**config.mk**
```make
export PLATFORM = sky130hd
export DESIGN_NAME = csv_byte_tokenizer
export DESIGN_NICKNAME = d
export VERILOG_FILES = /design/src/hw/rtl/csvtok_pkg.sv /design/src/hw/rtl/csvtok_ram.sv /design/src/hw/rtl/csv_byte_tokenizer.sv
export SDC_FILE = /design/constraint.sdc
export NUM_CORES = 1
export LEC_CHECK = 0
export ABC_AREA = 1
export BUFFER_PORTS_ARGS = -buffer_cell sky130_fd_sc_hd__buf_2
export CAP_MARGIN = 15
export CORE_UTILIZATION = 50
export DETAILED_ROUTE_END_ITERATION = 7
export PLACE_DENSITY = 0.69
export SLEW_MARGIN = 20
export SYNTH_ARGS = -nofsm -noshare
export SYNTH_HDL_FRONTEND = slang
export SYNTH_HIERARCHICAL = 1
export SYNTH_SLANG_ARGS = --single-unit
export TNS_END_PERCENT = 1
```
**constraint.sdc**
```tcl
create_clock -name clock -period 3.1 [get_ports clock]
set_input_delay 0.62 -clock clock [delete_from_list [all_inputs] [get_ports clock]]
set_output_delay 0.62 -clock clock [all_outputs]
set_load 0.02 [all_outputs]
```
**src/hw/rtl/csvtok_pkg.sv**
```systemverilog
// ----------------------------------------------------------------------------
// csvtok_pkg: shared types and constants of the csv byte tokenizer
// Payload structs, result kinds, parser modes and sequencer states.
// ----------------------------------------------------------------------------
package csvtok_pkg;

   // held whitespace buffer
   localparam int HOLD_DEPTH = 32;
   localparam int HOLD_AW    = (HOLD_DEPTH > 1) ? $clog2(HOLD_DEPTH) : 1;
   localparam int CNT_W      = $clog2(HOLD_DEPTH + 1);

   typedef logic [CNT_W-1:0]   cnt_type;
   typedef logic [HOLD_AW-1:0] addr_type;

   // byte constants
   localparam logic [7:0] SEP_RESET = 8'h2C;
   localparam logic [7:0] CH_QUOTE  = 8'h22;
   localparam logic [7:0] CH_LF     = 8'h0A;
   localparam logic [7:0] CH_CR     = 8'h0D;
   localparam logic [7:0] CH_TAB    = 8'h09;
   localparam logic [7:0] CH_SPACE  = 8'h20;
   localparam logic [7:0] BOM_B0    = 8'hEF;
   localparam logic [7:0] BOM_B1    = 8'hBB;
   localparam logic [7:0] BOM_B2    = 8'hBF;

   // result kinds
   typedef enum logic [2:0] {
      K_CONTENT = 3'd0,
      K_FIELD   = 3'd1,
      K_ROW     = 3'd2,
      K_BADQ    = 3'd3,
      K_UNTERM  = 3'd4,
      K_OVER    = 3'd5
   } out_kind_type;

   // parser modes
   typedef enum logic [2:0] {
      M_LINE   = 3'd0,
      M_HOLD   = 3'd1,
      M_FSTART = 3'd2,
      M_PLAIN  = 3'd3,
      M_QUOTED = 3'd4,
      M_QSEEN  = 3'd5,
      M_AFTERQ = 3'd6
   } mode_type;

   // sequencer states
   typedef enum logic [2:0] {
      S_IDLE,
      S_DECIDE,
      S_BOM,
      S_REPLAY,
      S_ROW,
      S_FIN,
      S_ENDROW,
      S_DONE
   } seq_state_type;

   typedef struct packed {
      logic [7:0] text_byte;
      logic       final_byte;
   } req_type;

   typedef struct packed {
      out_kind_type out_kind;
      logic [7:0]   out_byte;
      logic         last_of_run;
   } rsp_type;

   // classification of the byte under test
   typedef struct packed {
      logic is_sep;
      logic is_quote;
      logic is_lf;
      logic is_cr;
      logic is_ws;
   } byte_class_type;

   // utf-8 byte order mark, byte by position
   function automatic logic [7:0] bom_byte(input logic [1:0] pos);
      logic [7:0] b;
      b = BOM_B0;
      case (pos)
         2'd0:    b = BOM_B0;
         2'd1:    b = BOM_B1;
         2'd2:    b = BOM_B2;
         default: b = BOM_B0;
      endcase
      return b;
   endfunction

endpackage

```
**src/hw/rtl/csvtok_ram.sv**
```systemverilog
// ----------------------------------------------------------------------------
// csvtok_ram: generic single write, single read RAM
// One write port and one read port, read data registered.
// ----------------------------------------------------------------------------
module csvtok_ram #(
   parameter int WIDTH = 8,
   parameter int DEPTH = 32
) (
   input  logic                                      clock,
   input  logic                                      wr_en,
   input  logic [((DEPTH > 1) ? $clog2(DEPTH) : 1)-1:0] wr_addr,
   input  logic [WIDTH-1:0]                          wr_data,
   input  logic [((DEPTH > 1) ? $clog2(DEPTH) : 1)-1:0] rd_addr,
   output logic [WIDTH-1:0]                          rd_data
);

   logic [WIDTH-1:0] mem_ff [DEPTH];

   // write port
   always_ff @(posedge clock) begin
      if (wr_en) begin
         mem_ff[wr_addr] <= wr_data;
      end
   end

   // registered read port
   always_ff @(posedge clock) begin
      rd_data <= mem_ff[rd_addr];
   end

endmodule

```
**src/hw/rtl/csv_byte_tokenizer.sv**
```systemverilog
// ----------------------------------------------------------------------------
// csv_byte_tokenizer: streaming csv tokenizer
// Takes one text byte per transfer and returns content bytes, field ends and
// row ends, one result per output transfer, with last_of_run on the final
// result of each byte. A byte steps through a small sequencer (accept,
// decode, a row step where needed, final check, retire), plus a step for each
// released byte order mark byte or replayed held whitespace byte and one when
// the final byte closes a row; it also waits while a result cannot be handed
// on. A result goes to the output when the next one forms or the byte
// retires. Leading whitespace of a line is kept in a 32 entry RAM and
// replayed through the same byte classifier once the line holds real text.
// The separator register may be written only while no byte is in flight.
// ----------------------------------------------------------------------------
module csv_byte_tokenizer (
   input  logic                 clock,
   input  logic                 reset,
   input  logic                 req_valid,
   output logic                 req_stall,
   input  csvtok_pkg::req_type  req_data,
   output logic                 rsp_valid,
   input  logic                 rsp_stall,
   output csvtok_pkg::rsp_type  rsp_data,
   input  logic                 csr_valid,
   output logic                 csr_ready,
   input  logic [7:0]           csr_field_separator
);

   csvtok_pkg::seq_state_type  state_ff, state_in;
   csvtok_pkg::mode_type       mode_ff, mode_in;
   csvtok_pkg::cnt_type        cnt_ff, cnt_in, hcnt;
   csvtok_pkg::cnt_type        idx_ff, idx_in;
   logic [1:0]                 bom_ff, bom_in;
   logic                       cr_ff, cr_in;
   logic                       row_seen_ff, row_seen_in;
   logic                       err_ff, err_in;
   logic                       in_fin_ff, in_fin_in;
   logic [7:0]                 sep_ff;
   logic [7:0]                 byte_ff;
   logic                       fin_ff;

   logic                       pend_valid_ff;
   csvtok_pkg::out_kind_type   pend_kind_ff;
   logic [7:0]                 pend_byte_ff;
   logic                       rsp_valid_ff;
   csvtok_pkg::rsp_type        rsp_ff;

   logic                       emit_valid;
   csvtok_pkg::out_kind_type   emit_kind;
   logic [7:0]                 emit_byte;
   logic                       wr_en;
   logic [7:0]                 rd_data;
   logic [7:0]                 cls_src;
   csvtok_pkg::byte_class_type cls;
   logic                       slot_free;
   logic                       advance;
   logic                       accept;
   logic                       push;
   logic                       bom_hit;
   logic                       bom_last;
   logic                       replay_last;

   // handshakes
   assign req_stall = (state_ff != csvtok_pkg::S_IDLE);
   assign accept    = req_valid && !req_stall;
   assign csr_ready = 1'b1;
   assign slot_free = !rsp_valid_ff || !rsp_stall;
   assign advance   = (state_ff == csvtok_pkg::S_IDLE) || slot_free;

   // shared byte classifier: replayed byte or the current byte
   assign cls_src      = (state_ff == csvtok_pkg::S_REPLAY) ? rd_data : byte_ff;
   assign cls.is_sep   = (cls_src == sep_ff);
   assign cls.is_quote = (cls_src == csvtok_pkg::CH_QUOTE);
   assign cls.is_lf    = (cls_src == csvtok_pkg::CH_LF);
   assign cls.is_cr    = (cls_src == csvtok_pkg::CH_CR);
   assign cls.is_ws    = (cls_src == csvtok_pkg::CH_SPACE) ||
                         (cls_src == csvtok_pkg::CH_TAB);

   // common decode terms
   assign hcnt        = (mode_ff == csvtok_pkg::M_LINE) ? '0 : cnt_ff;
   assign bom_hit     = (mode_ff == csvtok_pkg::M_LINE) && !row_seen_ff &&
                        (byte_ff == csvtok_pkg::bom_byte(bom_ff));
   assign bom_last    = ((idx_ff + csvtok_pkg::cnt_type'(1)) ==
                         csvtok_pkg::cnt_type'(bom_ff));
   assign replay_last = ((idx_ff + csvtok_pkg::cnt_type'(1)) == cnt_ff);

   // held whitespace store
   csvtok_ram #(
      .WIDTH (8),
      .DEPTH (csvtok_pkg::HOLD_DEPTH)
   ) u_hold_ram (
      .clock   (clock),
      .wr_en   (wr_en),
      .wr_addr (hcnt[csvtok_pkg::HOLD_AW-1:0]),
      .wr_data (byte_ff),
      .rd_addr (advance ? idx_in[csvtok_pkg::HOLD_AW-1:0]
                        : idx_ff[csvtok_pkg::HOLD_AW-1:0]),
      .rd_data (rd_data)
   );

   // sequencer next state
   always_comb begin
      state_in = state_ff;
      unique case (state_ff)
         csvtok_pkg::S_IDLE: begin
            if (accept) state_in = csvtok_pkg::S_DECIDE;
         end
         csvtok_pkg::S_DECIDE: begin
            priority if (err_ff) begin
               state_in = csvtok_pkg::S_FIN;
            end else if (cr_ff && cls.is_lf) begin
               state_in = csvtok_pkg::S_FIN;
            end else if (bom_hit) begin
               state_in = csvtok_pkg::S_FIN;
            end else if (mode_ff == csvtok_pkg::M_LINE && bom_ff != 2'd0) begin
               state_in = csvtok_pkg::S_BOM;
            end else if (mode_ff == csvtok_pkg::M_LINE ||
                         mode_ff == csvtok_pkg::M_HOLD) begin
               priority if (cls.is_ws || cls.is_lf || cls.is_cr) begin
                  state_in = csvtok_pkg::S_FIN;
               end else if (hcnt != '0) begin
                  state_in = csvtok_pkg::S_REPLAY;
               end else begin
                  state_in = csvtok_pkg::S_ROW;
               end
            end else begin
               state_in = csvtok_pkg::S_ROW;
            end
         end
         csvtok_pkg::S_BOM: begin
            if (bom_last) begin
               state_in = in_fin_ff ? csvtok_pkg::S_ENDROW : csvtok_pkg::S_ROW;
            end
         end
         csvtok_pkg::S_REPLAY: begin
            if (replay_last) begin
               state_in = in_fin_ff ? csvtok_pkg::S_ENDROW : csvtok_pkg::S_ROW;
            end
         end
         csvtok_pkg::S_ROW: begin
            state_in = csvtok_pkg::S_FIN;
         end
         csvtok_pkg::S_FIN: begin
            state_in = csvtok_pkg::S_DONE;
            if (fin_ff && !err_ff) begin
               case (mode_ff)
                  csvtok_pkg::M_LINE: begin
                     if (bom_ff != 2'd0) state_in = csvtok_pkg::S_BOM;
                  end
                  csvtok_pkg::M_HOLD: begin
                     if (cnt_ff != '0) state_in = csvtok_pkg::S_REPLAY;
                  end
                  csvtok_pkg::M_FSTART,
                  csvtok_pkg::M_PLAIN,
                  csvtok_pkg::M_QSEEN,
                  csvtok_pkg::M_AFTERQ: begin
                     state_in = csvtok_pkg::S_ENDROW;
                  end
                  default: state_in = csvtok_pkg::S_DONE;
               endcase
            end
         end
         csvtok_pkg::S_ENDROW: begin
            state_in = csvtok_pkg::S_DONE;
         end
         csvtok_pkg::S_DONE: begin
            state_in = csvtok_pkg::S_IDLE;
         end
         default: state_in = csvtok_pkg::S_IDLE;
      endcase
   end

   // sequencer outputs and parser state updates
   always_comb begin
      mode_in     = mode_ff;
      cnt_in      = cnt_ff;
      idx_in      = idx_ff;
      bom_in      = bom_ff;
      cr_in       = cr_ff;
      row_seen_in = row_seen_ff;
      err_in      = err_ff;
      in_fin_in   = in_fin_ff;
      emit_valid  = 1'b0;
      emit_kind   = csvtok_pkg::K_CONTENT;
      emit_byte   = 8'h00;
      wr_en       = 1'b0;
      unique case (state_ff)
         csvtok_pkg::S_IDLE: begin
            in_fin_in = 1'b0;
         end
         csvtok_pkg::S_DECIDE: begin
            idx_in = '0;
            if (!err_ff) begin
               cr_in = 1'b0;
               priority if (cr_ff && cls.is_lf) begin
                  cr_in = 1'b0;
               end else if (bom_hit) begin
                  if (bom_ff == 2'd2) begin
                     bom_in  = 2'd0;
                     cnt_in  = '0;
                     mode_in = csvtok_pkg::M_HOLD;
                  end else begin
                     bom_in = bom_ff + 2'd1;
                  end
               end else if (mode_ff == csvtok_pkg::M_LINE && bom_ff != 2'd0) begin
                  // broken bom: matched bytes go out as plain content
                  mode_in = csvtok_pkg::M_PLAIN;
               end else if (mode_ff == csvtok_pkg::M_LINE ||
                            mode_ff == csvtok_pkg::M_HOLD) begin
                  priority if (cls.is_ws) begin
                     mode_in = csvtok_pkg::M_HOLD;
                     if (hcnt < csvtok_pkg::cnt_type'(csvtok_pkg::HOLD_DEPTH)) begin
                        wr_en  = advance;
                        cnt_in = hcnt + csvtok_pkg::cnt_type'(1);
                     end else begin
                        cnt_in     = hcnt;
                        emit_valid = 1'b1;
                        emit_kind  = csvtok_pkg::K_OVER;
                     end
                  end else if (cls.is_lf || cls.is_cr) begin
                     cnt_in  = '0;
                     mode_in = csvtok_pkg::M_LINE;
                     cr_in   = cls.is_cr;
                  end else begin
                     cnt_in  = hcnt;
                     mode_in = csvtok_pkg::M_FSTART;
                  end
               end else begin
                  mode_in = mode_ff;
               end
            end
         end
         csvtok_pkg::S_BOM: begin
            emit_valid = 1'b1;
            emit_kind  = csvtok_pkg::K_CONTENT;
            emit_byte  = csvtok_pkg::bom_byte(idx_ff[1:0]);
            idx_in     = idx_ff + csvtok_pkg::cnt_type'(1);
            if (bom_last) begin
               bom_in = 2'd0;
               idx_in = '0;
            end
         end
         csvtok_pkg::S_REPLAY: begin
            emit_valid = 1'b1;
            idx_in     = idx_ff + csvtok_pkg::cnt_type'(1);
            if (cls.is_sep) begin
               emit_kind = csvtok_pkg::K_FIELD;
               mode_in   = csvtok_pkg::M_FSTART;
            end else begin
               emit_kind = csvtok_pkg::K_CONTENT;
               emit_byte = rd_data;
               mode_in   = csvtok_pkg::M_PLAIN;
            end
            if (replay_last) begin
               cnt_in = '0;
            end
         end
         csvtok_pkg::S_ROW: begin
            priority if (mode_ff == csvtok_pkg::M_FSTART && cls.is_quote) begin
               mode_in = csvtok_pkg::M_QUOTED;
            end else if (mode_ff == csvtok_pkg::M_QUOTED) begin
               if (cls.is_quote) begin
                  mode_in = csvtok_pkg::M_QSEEN;
               end else begin
                  emit_valid = 1'b1;
                  emit_byte  = byte_ff;
               end
            end else if (mode_ff == csvtok_pkg::M_QSEEN && cls.is_quote) begin
               // doubled quote inside a quoted field
               emit_valid = 1'b1;
               emit_byte  = csvtok_pkg::CH_QUOTE;
               mode_in    = csvtok_pkg::M_QUOTED;
            end else if (cls.is_sep) begin
               emit_valid = 1'b1;
               emit_kind  = csvtok_pkg::K_FIELD;
               mode_in    = csvtok_pkg::M_FSTART;
            end else if (cls.is_lf || cls.is_cr) begin
               emit_valid  = 1'b1;
               emit_kind   = csvtok_pkg::K_ROW;
               mode_in     = csvtok_pkg::M_LINE;
               row_seen_in = 1'b1;
               cr_in       = cls.is_cr;
            end else if (mode_ff == csvtok_pkg::M_FSTART ||
                         mode_ff == csvtok_pkg::M_PLAIN) begin
               emit_valid = 1'b1;
               emit_byte  = byte_ff;
               mode_in    = csvtok_pkg::M_PLAIN;
            end else if (cls.is_ws) begin
               mode_in = csvtok_pkg::M_AFTERQ;
            end else begin
               // junk after a closing quote
               emit_valid = 1'b1;
               emit_kind  = csvtok_pkg::K_BADQ;
               err_in     = 1'b1;
            end
         end
         csvtok_pkg::S_FIN: begin
            if (fin_ff && !err_ff) begin
               idx_in    = '0;
               in_fin_in = 1'b1;
               case (mode_ff)
                  csvtok_pkg::M_HOLD: begin
                     if (cnt_ff != '0) mode_in = csvtok_pkg::M_FSTART;
                  end
                  csvtok_pkg::M_QUOTED: begin
                     emit_valid = 1'b1;
                     emit_kind  = csvtok_pkg::K_UNTERM;
                     err_in     = 1'b1;
                  end
                  default: mode_in = mode_ff;
               endcase
            end
         end
         csvtok_pkg::S_ENDROW: begin
            emit_valid = 1'b1;
            emit_kind  = csvtok_pkg::K_ROW;
         end
         csvtok_pkg::S_DONE: begin
            if (fin_ff) begin
               mode_in     = csvtok_pkg::M_LINE;
               cnt_in      = '0;
               idx_in      = '0;
               bom_in      = 2'd0;
               cr_in       = 1'b0;
               row_seen_in = 1'b0;
               err_in      = 1'b0;
            end
         end
         default: mode_in = mode_ff;
      endcase
   end

   // pending result moves to the output when the next one forms or at retire
   assign push = advance && pend_valid_ff &&
                 (emit_valid || state_ff == csvtok_pkg::S_DONE);

   // control registers
   always_ff @(posedge clock) begin
      if (reset) begin
         state_ff      <= csvtok_pkg::S_IDLE;
         mode_ff       <= csvtok_pkg::M_LINE;
         cnt_ff        <= '0;
         idx_ff        <= '0;
         bom_ff        <= 2'd0;
         cr_ff         <= 1'b0;
         row_seen_ff   <= 1'b0;
         err_ff        <= 1'b0;
         in_fin_ff     <= 1'b0;
         sep_ff        <= csvtok_pkg::SEP_RESET;
         pend_valid_ff <= 1'b0;
         rsp_valid_ff  <= 1'b0;
      end else begin
         if (csr_valid && csr_ready) begin
            sep_ff <= csr_field_separator;
         end
         if (advance) begin
            state_ff    <= state_in;
            mode_ff     <= mode_in;
            cnt_ff      <= cnt_in;
            idx_ff      <= idx_in;
            bom_ff      <= bom_in;
            cr_ff       <= cr_in;
            row_seen_ff <= row_seen_in;
            err_ff      <= err_in;
            in_fin_ff   <= in_fin_in;
            if (emit_valid) begin
               pend_valid_ff <= 1'b1;
            end else if (state_ff == csvtok_pkg::S_DONE) begin
               pend_valid_ff <= 1'b0;
            end
         end
         if (push) begin
            rsp_valid_ff <= 1'b1;
         end else if (!rsp_stall) begin
            rsp_valid_ff <= 1'b0;
         end
      end
   end

   // payload registers
   always_ff @(posedge clock) begin
      if (accept) begin
         byte_ff <= req_data.text_byte;
         fin_ff  <= req_data.final_byte;
      end
      if (advance && emit_valid) begin
         pend_kind_ff <= emit_kind;
         pend_byte_ff <= emit_byte;
      end
      if (push) begin
         rsp_ff.out_kind    <= pend_kind_ff;
         rsp_ff.out_byte    <= pend_byte_ff;
         rsp_ff.last_of_run <= (state_ff == csvtok_pkg::S_DONE);
      end
   end

   assign rsp_valid = rsp_valid_ff;
   assign rsp_data  = rsp_ff;

   // checks
   a_cnt_range: assert property (@(posedge clock) disable iff (reset)
      cnt_ff <= csvtok_pkg::cnt_type'(csvtok_pkg::HOLD_DEPTH))
      else $error("held whitespace count beyond buffer depth");

   a_bom_range: assert property (@(posedge clock) disable iff (reset)
      bom_ff != 2'd3)
      else $error("bom match count out of range");

   a_replay_nonempty: assert property (@(posedge clock) disable iff (reset)
      state_ff == csvtok_pkg::S_REPLAY |-> cnt_ff != '0)
      else $error("replay with empty whitespace buffer");

   a_accept_clean: assert property (@(posedge clock) disable iff (reset)
      accept |-> !pend_valid_ff)
      else $error("byte accepted with a result still pending");

   a_final_clears: assert property (@(posedge clock) disable iff (reset)
      (state_ff == csvtok_pkg::S_DONE && fin_ff && advance) |=>
      (mode_ff == csvtok_pkg::M_LINE && cnt_ff == '0 && !err_ff && !row_seen_ff))
      else $error("parser state not cleared after final byte");

endmodule

```
# After elaboration in Yosys (flattened, before gate mapping)
# Memory sizes are Yosys's and may differ from the RTL's. A register that Yosys moved wholly into a read port is not among the register bits.
# Cells that the tools add are included.
# totals
elab_cells,286
reg_bits,66
memories,1
ram_bits,256
input_bits,22
# mem_list
name,depth,width,rd,rd_clocked_by_memory_dff,wr,line,rtl
u_hold_ram.mem_ff,32,8,1,1,1,csvtok_ram.sv:17,logic [WIDTH-1:0] mem_ff [DEPTH];
# classes
n_lt_le_gt_ge,1
n_reduce_logical,52
eq_ne,52
add_sub_neg,3
mux,157
# ops
cell,count
2-to-1 mux 3 bit,40
2-to-1 mux 6 bit,15
2-to-1 mux 8 bit,9
2-to-1 mux 1 bit,61
"inequality test 2 bit, second input constant",19
2-to-1 mux 2 bit,16
case mux 3 bit (5 select lines),2
case mux 6 bit (5 select lines),1
case mux 7 bit (2 select lines),2
"== test 8 x 4 -> 1 bit, second input constant",3
case mux 3 bit (8 select lines),1
case mux 8 bit (3 select lines),1
AND reduction 12 bit,2
"== test 3 bit, second input constant",7
case mux 6 bit (3 select lines),1
AND reduction 9 bit,2
"== test 8 x 6 -> 1 bit, second input constant",2
== test 8 bit,2
nonzero test 3 bit,5
"adder 6 x 1 -> 6 bit, second input constant",2
"== test 3 x 2 -> 1 bit, second input constant",4
nonzero test 6 bit,2
logical AND 1 bit,11
nonzero test 5 bit,2
other kinds (28),53

# Depth between registers and ports, before layout
# logic_depth
depth_word,15
ltp_mapped,20
mapped_depth_nobuf,18

# Modules after synthesis
# Netlist, hierarchy kept.
# modules_own_cells
mod,n_inst,cells_each,area_each_um2
csvtok_ram,1,922,10786.6
csv_byte_tokenizer,1,612,4341.7

# Least setup slack after synthesis
# No wires, ideal clock.
# synth_path
path_kind,reg2reg
from,reg byte_ff[6]
to,"mem u_hold_ram.mem_ff[11][0], enable pin"
path_slack_ns,0.159
path_stages_with_launch,11
path_buffers,0
setup_ns,0.370
arrival_time_ns,2.571
period_less_slack_ns,2.941
required_ns,2.730
cell_sequence,edfxtp_1 > inv_1 > nand2_1 > nand2_1 > nand2_1 > nor2_4 > nand3_2 > nand2_1 > nor4_1 > nand3_1 > nor2_1
# synth_via
elab_chain_len,12
# synth_rtl
element,line,rtl
from (decl),csv_byte_tokenizer.sv:38,logic [7:0] byte_ff;
from (signal assigned),csv_byte_tokenizer.sv:382,byte_ff <= req_data.text_byte;
2-to-1 mux 8 bit,csv_byte_tokenizer.sv:70,assign cls_src = (state_ff == csvtok_pkg::S_REPLAY) ? rd_data : byte_ff;
== test 8 x 6 -> 1 bit / == test 8 x 4 -> 1 bit (equally long branches),"csv_byte_tokenizer.sv:75, csv_byte_tokenizer.sv:76",
logical OR 1 bit,csv_byte_tokenizer.sv:75,assign cls.is_ws = (cls_src == csvtok_pkg::CH_SPACE) ||
2-to-1 mux 1 bit,csv_byte_tokenizer.sv:209,priority if (cls.is_ws) begin
2-to-1 mux 1 bit,csv_byte_tokenizer.sv:207,end else if (mode_ff == csvtok_pkg::M_LINE ||
2-to-1 mux 1 bit,csv_byte_tokenizer.sv:204,end else if (mode_ff == csvtok_pkg::M_LINE && bom_ff != 2'd0) begin
2-to-1 mux 1 bit,csv_byte_tokenizer.sv:196,end else if (bom_hit) begin
2-to-1 mux 1 bit (*),csv_byte_tokenizer.sv:194,priority if (cr_ff && cls.is_lf) begin
2-to-1 mux 1 bit (*),csv_byte_tokenizer.sv:192,if (!err_ff) begin
2-to-1 mux 1 bit (*),csv_byte_tokenizer.sv:186,unique case (state_ff)
net wr_en,csv_byte_tokenizer.sv:50,logic wr_en;
2-to-1 mux 1 bit (*),csvtok_ram.sv:21,if (wr_en) begin
2-to-1 mux 1 bit (implied by the code) (*),csvtok_ram.sv:22,mem_ff[wr_addr] <= wr_data;
to (decl),csvtok_ram.sv:17,
# Mark *: on every way through the listed nets, which the timed path passes. The rest lies on a longest branch.

# Worst setup path after layout
# layout_path
from,reg state_ff[2]
to,"mem u_hold_ram.mem_ff[25][4], enable pin"
# layout_via
elab_chain_len,13
# layout_rtl
element,line,rtl
from (decl),csv_byte_tokenizer.sv:28,"csvtok_pkg::seq_state_type state_ff, state_in;"
from (signal assigned),csv_byte_tokenizer.sv:339,state_ff <= csvtok_pkg::S_IDLE;
from (signal assigned),csv_byte_tokenizer.sv:356,state_ff <= state_in;
== test 3 x 2 -> 1 bit,csv_byte_tokenizer.sv:70,
2-to-1 mux 8 bit,csv_byte_tokenizer.sv:70,
== test 8 x 6 -> 1 bit / == test 8 x 4 -> 1 bit (equally long branches),"csv_byte_tokenizer.sv:75, csv_byte_tokenizer.sv:76",
logical OR 1 bit,csv_byte_tokenizer.sv:75,
2-to-1 mux 1 bit,csv_byte_tokenizer.sv:209,
2-to-1 mux 1 bit,csv_byte_tokenizer.sv:207,
2-to-1 mux 1 bit,csv_byte_tokenizer.sv:204,
2-to-1 mux 1 bit,csv_byte_tokenizer.sv:196,
2-to-1 mux 1 bit,csv_byte_tokenizer.sv:194,
2-to-1 mux 1 bit,csv_byte_tokenizer.sv:192,
2-to-1 mux 1 bit (*),csv_byte_tokenizer.sv:186,
net wr_en,csv_byte_tokenizer.sv:50,
2-to-1 mux 1 bit (*),csvtok_ram.sv:21,
2-to-1 mux 1 bit (implied by the code) (*),csvtok_ram.sv:22,
# Marks and branches as above.

==> impl_metrics.csv <==
group,metric,value,unit
floorplanning,die_x,175.9,µm
drt,drtAntennaViolNets,0,
global_route,grt_pass1_wl,59580,µm
clocking,root_buffer,"clkbuf_16",
timing,worstMarginPinSlew,716.7,ps
layout,diodes,0,
floorplanning,initial_core_util,50.91,%
power_and_ir_drop,peakVddDrop,0.4885,mV
clocking,clk_latency,530,ps
floorplanning,rows,63,
placement,io_buffers,35,
timing,fin_tns_setup,0,ps
clocking,clock_sinks,330,
synth,ys_types,48,
setup_path,start_kind,"flop",
drt,wire_per_inst,18.67,µm
timing,fin_crit_sh,93.23,%
synth,yosysTopAreaCellShare,57.17,%
layout,drive_gt1_share,15.04,%
global_route,antenna_found_initial,0,
synth,ys_warn_count,6,
synth,ys_seq_area_share,62.72,%
synth,synth_common_cells,"nand2_1, edfxtp_1, nand3_1, nor2_1, inv_1",
clocking,cts_made_buffers,35,
clocking,postCtsSetupRepairBufs,0,
floorplanning,io_pins,37,
drt,finalWirelength,38550,µm
drt,drc,0,
synth,synth_edf_count,288,
global_route,grt_pass1_vias,10800,
run,max_cap_violations,0,
global_route,grtUsageTotal,25.19,%
placement,dp.cells,1999,
synth,syn_avg_cell_area,9.862,µm²
floorplanning,dieArea,30960,µm²
timing,clock_skew,25.90,ps
timing,max-slew-margin-rel,52.04,%
synth,synth_area,15130,µm²
layout,syn2layout_area_growth,15.52,%
power_and_ir_drop,power_leakage,6.981,nW
synth,postSynthCellCount,1534,
synth,yosys.area.top_type,"edfxtp_1",
synth,synth_area_leaders,"edfxtp_1, nand2_1, nand3_1",
layout,fin_nets,1678,
synth,yosys_register_bits,330,
setup_path,crit_arrival,3120,ps
timing,setup_viol,0,
placement,dp_hpwl,25690,µm
power_and_ir_drop,power,0.01170,W
setup_path,worst_setup_path_end_kind,"flop",
clocking,cts_tree,"done",
timing,hold_violations,0,
clocking,clkTransAtPathRegs,60,ps
drt,drtIter0Drc,1278,
layout,final_core_util,58.81,%
status,status,"finished clean",
clocking,htreeDepth,2,
clocking,cts_max_path_buffers,3,
drt,firstDrtPassIters,7,
drt,avgViaCountPerCell,5.545,
timing,maxSlewViolCount,0,
floorplanning,chipHeight,175.9,µm
min_path,hp-class,"in2reg",
global_route,grt_start_max_net_pins,65,
synth,synth.most_common_cell,"nand2_1",
timing,period_minus_slack,2890,ps
layout,stdcell_count,2065,
synth,ys.flop_type,"edfxtp_1",
placement,globalplace.congestion,1.009,
synth,async_reset_ff_share,0,%
clocking,postCtsHoldBufs,0,
setup_path,path_class,"reg2reg",
power_and_ir_drop,power_density,669.2,nW/µm²
global_route,grt_overflow,0,
timing,grt_setup_unrepaired,"no",
floorplanning,core,29720,µm²
synth,synth_nets,1564,
setup_path,crit_required,3330,ps
drt,via_count,11450,
timing,fmax,346.0,MHz
setup_path,cp_max_fo,14,
-- logic make-up after synthesis --
logic type	count (synthesis)	synth area share, %
adders and majority gates	8	0.6617
AOI/OAI and AO/OA	85	3.416
buffers and inverters	163	5.723
and+or+nand+nor	939	26.99
other	1	0.02479
xor gates and xnor gates	8	0.4632
DFF	330	62.72
-- cells in the final DEF, fill, tap and decap left out, types with 2 or more instances in the layout --
cell / synthesis / layout
clkinv_1: 0 / 7
nand3_1: 249 / 249
o221ai_1: 3 / 3
o211ai_1: 6 / 6
dfxtp_2: 0 / 5
o21ai_0: 21 / 20
nor3_1: 10 / 10
a21oi_1: 32 / 32
clkinv_2: 0 / 6
buf_2: 16 / 35
nor2_2: 6 / 7
xor2_1: 7 / 6
buf_4: 6 / 90
dfxtp_1: 42 / 36
buf_12: 0 / 9
clkbuf_16: 0 / 38
bufinv_16: 0 / 4
nand2_1: 526 / 524
inv_1: 94 / 94
inv_4: 2 / 3
nand2_2: 16 / 17
a32oi_1: 2 / 2
nand3b_1: 3 / 3
buf_16: 0 / 2
o22ai_1: 3 / 3
a21oi_2: 2 / 2
ha_1: 8 / 8
nor2_4: 5 / 5
clkbuf_1: 10 / 4
nand3_2: 5 / 5
clkinv_4: 0 / 2
nand2_4: 6 / 7
nand4_1: 14 / 14
edfxtp_1: 288 / 288
o21ai_1: 4 / 5
inv_6: 0 / 2
nor2_1: 96 / 95
inv_2: 6 / 5
-- routing by layer --
layer  track usage (%)  part of all wire [%]  vias to the layer above  routed length [µm]
li1                  -                     -                     5441                   -
met1             36.59                    43                     5346               16600
met2             37.32                    43                      577               16660
met3             5.362                    11                       86                4151
met4             9.022                   2.9                        0                1136
met5                 0                     0                        -                   0
-- critical path, cell delays in order, from the launching register on --
cell and delay, ps:
dfxtp_2 380, inv_4 120, nand3_4 180, nand2_1 140, nand2_1 80, nand2_1 170, nor2_4 80, nand3_2 150
nand2_1 170, nor4_2 300, buf_4 180, nand3_1 110, buf_4 190, nor2_1 150, buf_4 200
-- final cells by class --
cell class	instances	area, µm²
Clock buffer	41	929.6
Timing Repair Buffer	138	1136
Fill cell	2458	12240
Multi-Input combinational cell	1041	4800
Sequential cell	330	9499
Clock inverter	23	232.7
Inverter	102	390.4
Tap cell	390	488.0
-- stage by stage --
stage               cell area, µm²  hold slack (ps)  setup slack [ps]
floorplan                    15130            400.3             159.1
global placement             16220            408.8             67.32
detailed placement           16220            411.7             21.78
CTS                          17380            254.8             22.16
global route                 17480            257.3             5.832
finish                       17480            267.9             209.9
-- sequential cells by signal, summed over array words and instances, names as in the netlist, 2 cells and up --
register,cells
u_hold_ram/mem_ff,256
cnt_ff,6
u_hold_ram/rd_data,8
pend_byte_ff,8
rsp_data,12
pend_kind_ff,3
mode_ff,3
bom_ff,2
byte_ff,8
idx_ff,6
state_ff,3
sep_ff,8
-- path summary, 6_finish.rpt --
| path | to | slack [ps] | cells past startpoint | startpoint |
|---|---|---|---|---|
| worst min register to register | rsp_data[6] | 420 | 0 | pend_byte_ff[5] |
| worst max register to register | u_hold_ram/mem_ff[25][4] | 210 | 14 | state_ff[2] |
| worst max-delay path | u_hold_ram/mem_ff[25][4] | 210 | 14 | state_ff[2] |
| worst min-delay path | byte_ff[1] | 270 | 1 | req_data[2] |
-- where the power goes --
part           switching (W)  leakage (nW)  internal, W
registers           0.000176          2.95      0.00522
clock network        0.00173         0.571      0.00250
logic                0.00143          3.46     0.000651
-- what timing repair did --
item | CTS | global route
pin swaps | 0 | 1
endpoints found under the setup margin | 3 | 264
resized for setup | 1 | 13
cloned | 0 | 2
Power figures use the tool's default switching activity.
